File: config.mk
export PLATFORM = sky130hd
export DESIGN_NAME = epdq_cell
export DESIGN_NICKNAME = d
export VERILOG_FILES = /design/src/rtl/epdq_pkg.sv /design/src/rtl/epdq_cell.sv
export SDC_FILE = /design/constraint.sdc
export NUM_CORES = 1
export LEC_CHECK = 0
export BUFFER_PORTS_ARGS = -buffer_cell sky130_fd_sc_hd__buf_2
export CORE_MARGIN = 1
export CORE_UTILIZATION = 40
export CTS_CLUSTER_DIAMETER = 30
export DETAILED_ROUTE_END_ITERATION = 6
export GPL_TIMING_DRIVEN = 0
export PLACE_DENSITY = 0.78
export SYNTH_ARGS = -nofsm -noshare
export SYNTH_HDL_FRONTEND = slang
export SYNTH_SLANG_ARGS = --single-unit
export TNS_END_PERCENT = 5
File: constraint.sdc
create_clock -name clk -period 2.95 [get_ports clk]
set_input_delay 0.295 -clock clk [delete_from_list [all_inputs] [get_ports clk]]
set_output_delay 0.295 -clock clk [all_outputs]
set_load 0.01 [all_outputs]
File: src/rtl/epdq_pkg.sv
`timescale 1ns / 1ps
package epdq_pkg;

    localparam int DEPTH    = 16;
    localparam int TAG_BITS = 16;
    localparam int TAG_W    = 16;
    localparam int LIM_W    = 5;
    localparam int OCC_W    = 5;
    localparam int CNT_W    = $clog2(DEPTH + 1);
    localparam int IDX_W    = $clog2(DEPTH);
    localparam int CMP_W    = (CNT_W > LIM_W) ? CNT_W : LIM_W;

    localparam logic [LIM_W-1:0] SOFT_LIMIT_RESET = LIM_W'(8);

    typedef enum logic
    {
        CMD_ENQ = 1'b0,
        CMD_DEQ = 1'b1
    } cmd_t;

    typedef enum logic [1:0]
    {
        S_IDLE,
        S_SCAN,
        S_APPEND,
        S_DONE
    } state_t;

    typedef struct packed
    {
        logic [TAG_BITS-1:0] tag;
        logic                ev;
    } entry_t;

    typedef struct packed
    {
        logic shift_en;
        logic load_en;
    } cell_ctrl_t;

    typedef struct packed
    {
        logic             out_valid;
        logic [TAG_W-1:0] out_tag;
        logic             out_is_event;
        logic             dropped_valid;
        logic [TAG_W-1:0] dropped_tag;
        logic             rejected;
        logic [OCC_W-1:0] occupancy;
    } result_t;

endpackage

File: src/rtl/epdq_cell.sv
`timescale 1ns / 1ps
module epdq_cell import epdq_pkg::*;
(
    input  logic       clk,
    input  cell_ctrl_t ctrl,
    input  entry_t     load_data,
    input  entry_t     shift_data,
    output entry_t     data
);

    entry_t data_reg;

    always_ff @(posedge clk)
    begin
        if (ctrl.load_en)
        begin
            data_reg <= load_data;
        end
        else if (ctrl.shift_en)
        begin
            data_reg <= shift_data;
        end
    end

    assign data = data_reg;

endmodule
# == Word-level counts from Yosys, hierarchy flattened ==
# Index checks and enable logic that the tools add are counted.
# word_totals
register_bits,17
wordCells,5
output_inout_bits,17
ramBits,0
romBits,0
latch_bits,0
n_memories,0
input_bits,37
# classes
n_reduce_logical,1
bitwise,0
muxes,2
eq_ne,0
n_addsub,0
multipliers,0
n_lt_le_gt_ge,0
div,0
shift,0
# op_table
op,n
$mux 17,2
$reduce_bool 2->1,1

# == Logic depth before layout (Yosys ltp) ==
# logic_depth
ltp_word,2
depth_mapped,3
depth_no_buf,1

# == Worst setup path before layout ==
# No wires, ideal clock.
# synth_path
kind,input port to flip-flop
startpoint,input ctrl[0] (netlist name)
endpoint,"register data_reg (netlist bit data[0]), enable pin"
setup_time_ns,0.374
path_stages,3
t_arrival_ns,0.991
setup_slack_ns,1.585
cell_sequence,buf_6 -> buf_12 -> or2_1
# synth_between
elab_chain_len,1
# synth_lines
item,line,source
from (decl),epdq_cell.sv:5,"input cell_ctrl_t ctrl,"
$reduce_bool 2->1 (no line),n/a,
to (signal assigned),epdq_cell.sv:17,data_reg <= load_data;
to (signal assigned),epdq_cell.sv:21,data_reg <= shift_data;
to (decl),epdq_cell.sv:11,entry_t data_reg;
# No other way between the ends.
# A chain may end at the register's enable or synchronous reset.

# == Final worst setup path ==
# layout_path
startpoint,input ctrl[0] (netlist name)
endpoint,"register data_reg (netlist bit data[1]), enable pin"
# The elaborated chain is that of the path after synthesis.

==> metrics.cfg <==
[run_status]
status = finished, final reports clean

[die]
die-area_um2 = 2113
num_rows = 15
die_h_um = 45.97
core_area_um2 = 1764
die_w_um = 45.97
io_pins = 54
start_util = 0.4383

[placement]
placed_area_um2 = 1065
io_buffers = 52
pre_cts_ws_ns = 1.412
place_congestion = 0.6456
dp_cells = 114

[timing]
hold_viol = 0
fin_ws_ns = 1.739
rsz0062_at_grt = no
post-route-period-util = 0.4105
relSlewSlack = 0.5370
whs_ns = 0.3062
period_needed_ns = 1.211
fin_tns_setup_ns = 0
setup_viol = 0
worstMarginPinSlew_ns = 0.6945
slew_violations = 0
fmax_mhz = 825.8

[clock_network]
numCtsBuffers = 3
postCtsSetupBuffers = 0
clock_path_buffers = 2
clkTransAtPathRegs_ns = 0.09
cts_htree_levels = 1
cts-root-buf = clkbuf_4
cts_hold_buffers = 0
cts_tree = yes
numClockSinks = 17
cts_resized = 0

[route]
drt_pre_antenna_iters = 1
wl_per_cell_um = 10.86
vias = 523
antenna_left = 0
drt_iter0_drc = 0
routed_wirelength_mm = 1.281
routed_via_density = 4.432
drc = 0

[layout]
drive_gt1_frac = 0.7957
diodes = 0
final_core_util = 0.6184
fillCellCount = 158
final_cell_mix = 52 x buf_2, 17 x edfxtp_1, 9 x mux2_4
seq_area_um2 = 510.5
nNetsFinal = 131
multi_input_area_um2 = 231.5
largest_reg_flops = 17
final_common_cell = buf_2
syn2layout_area_growth_pct = 41.10
final_area_um2 = 1091
fin_cells = 118

[grt]
grt_max_degree = 18
grt_util_all_layers = 0.1375
overflow = 0
grt_pass1_vias = 464
antenna_found_initial = 0
grt_pass1_wl_mm = 1.890

[logic_synthesis]
mappedNetlistArea_um2 = 773.2
syn_area_per_cell_um2 = 20.90
synth_nets = 74
syn_inst = 37
synth.distinct_cells = 6
ys_warn_count = 0
yosysSeqAreaShare = 0.6602
ys_ff_latch = 17

[power]
ir_drop_uv = 232.6
powerDensity_nw_per_um2 = 478.1
p_leak_nw = 0.5153
total_power_mw = 0.5217

[setup_path]
required_ns = 2.87
worst_setup_path_start_kind = primary input
crit_path_end_kind = register
crit_arrival_ns = 1.13
critical_path_class = in -> reg
path_max_fanout = 17

[min_path]
hold_class = in -> reg

[flow_run]
cap_violations = 0

[synth_stat cells]
cell type | number | share of area
buf_6 | 1 | 0.015
buf_12 | 1 | 0.026
edfxtp_1 | 17 | 0.66
mux2_4 | 9 | 0.17
or2_1 | 1 | 0.0081
mux2_2 | 8 | 0.12
[where the power goes]
part / switching, mW / total (mW) / leakage, nW / internal, mW
clock: 0.0667 / 0.119 / 0.0150 / 0.0524
combinational: 0.0420 / 0.101 / 0.327 / 0.0591
sequential: 0.00533 / 0.301 / 0.173 / 0.296
total: 0.114 / 0.522 / 0.515 / 0.408
[kinds of logic after synthesis]
family,share of synthesized area
buffers and inverters,0.04045
DFF,0.6602
muxes,0.2913
and+or+nand+nor,0.008096
[worst max-delay path: stages]
cell and delay, ns:
buf_6 0.12, buf_12 0.15, or2_1 0.56
[final cells by class]
class | instances | share of cell area
Timing Repair Buffer | 52 | 0.2385
Sequential cell | 17 | 0.4679
Clock buffer | 4 | 0.02408
Tap cell | 25 | 0.02867
Multi-Input combinational cell | 18 | 0.2122
Buffer | 2 | 0.02867
[per-layer routing]
| layer | wire length [µm] | global-route usage | vias up |
|---|---|---|---|
| met5 | 0 | 0 | - |
| met2 | 701 | 0.2366 | 39 |
| met1 | 432 | 0.1314 | 227 |
| met4 | 17 | 0.1059 | 0 |
| li1 | - | - | 255 |
| met3 | 129 | 0.04762 | 2 |
[worst paths after layout]
kind,start,to,slack [ns],cells past startpoint
worst max-delay path,ctrl[0],data[1],1.74,3
worst min-delay path,load_data[10],data[10],0.31,2
Note: power is estimated with default switching activity, not from simulation.
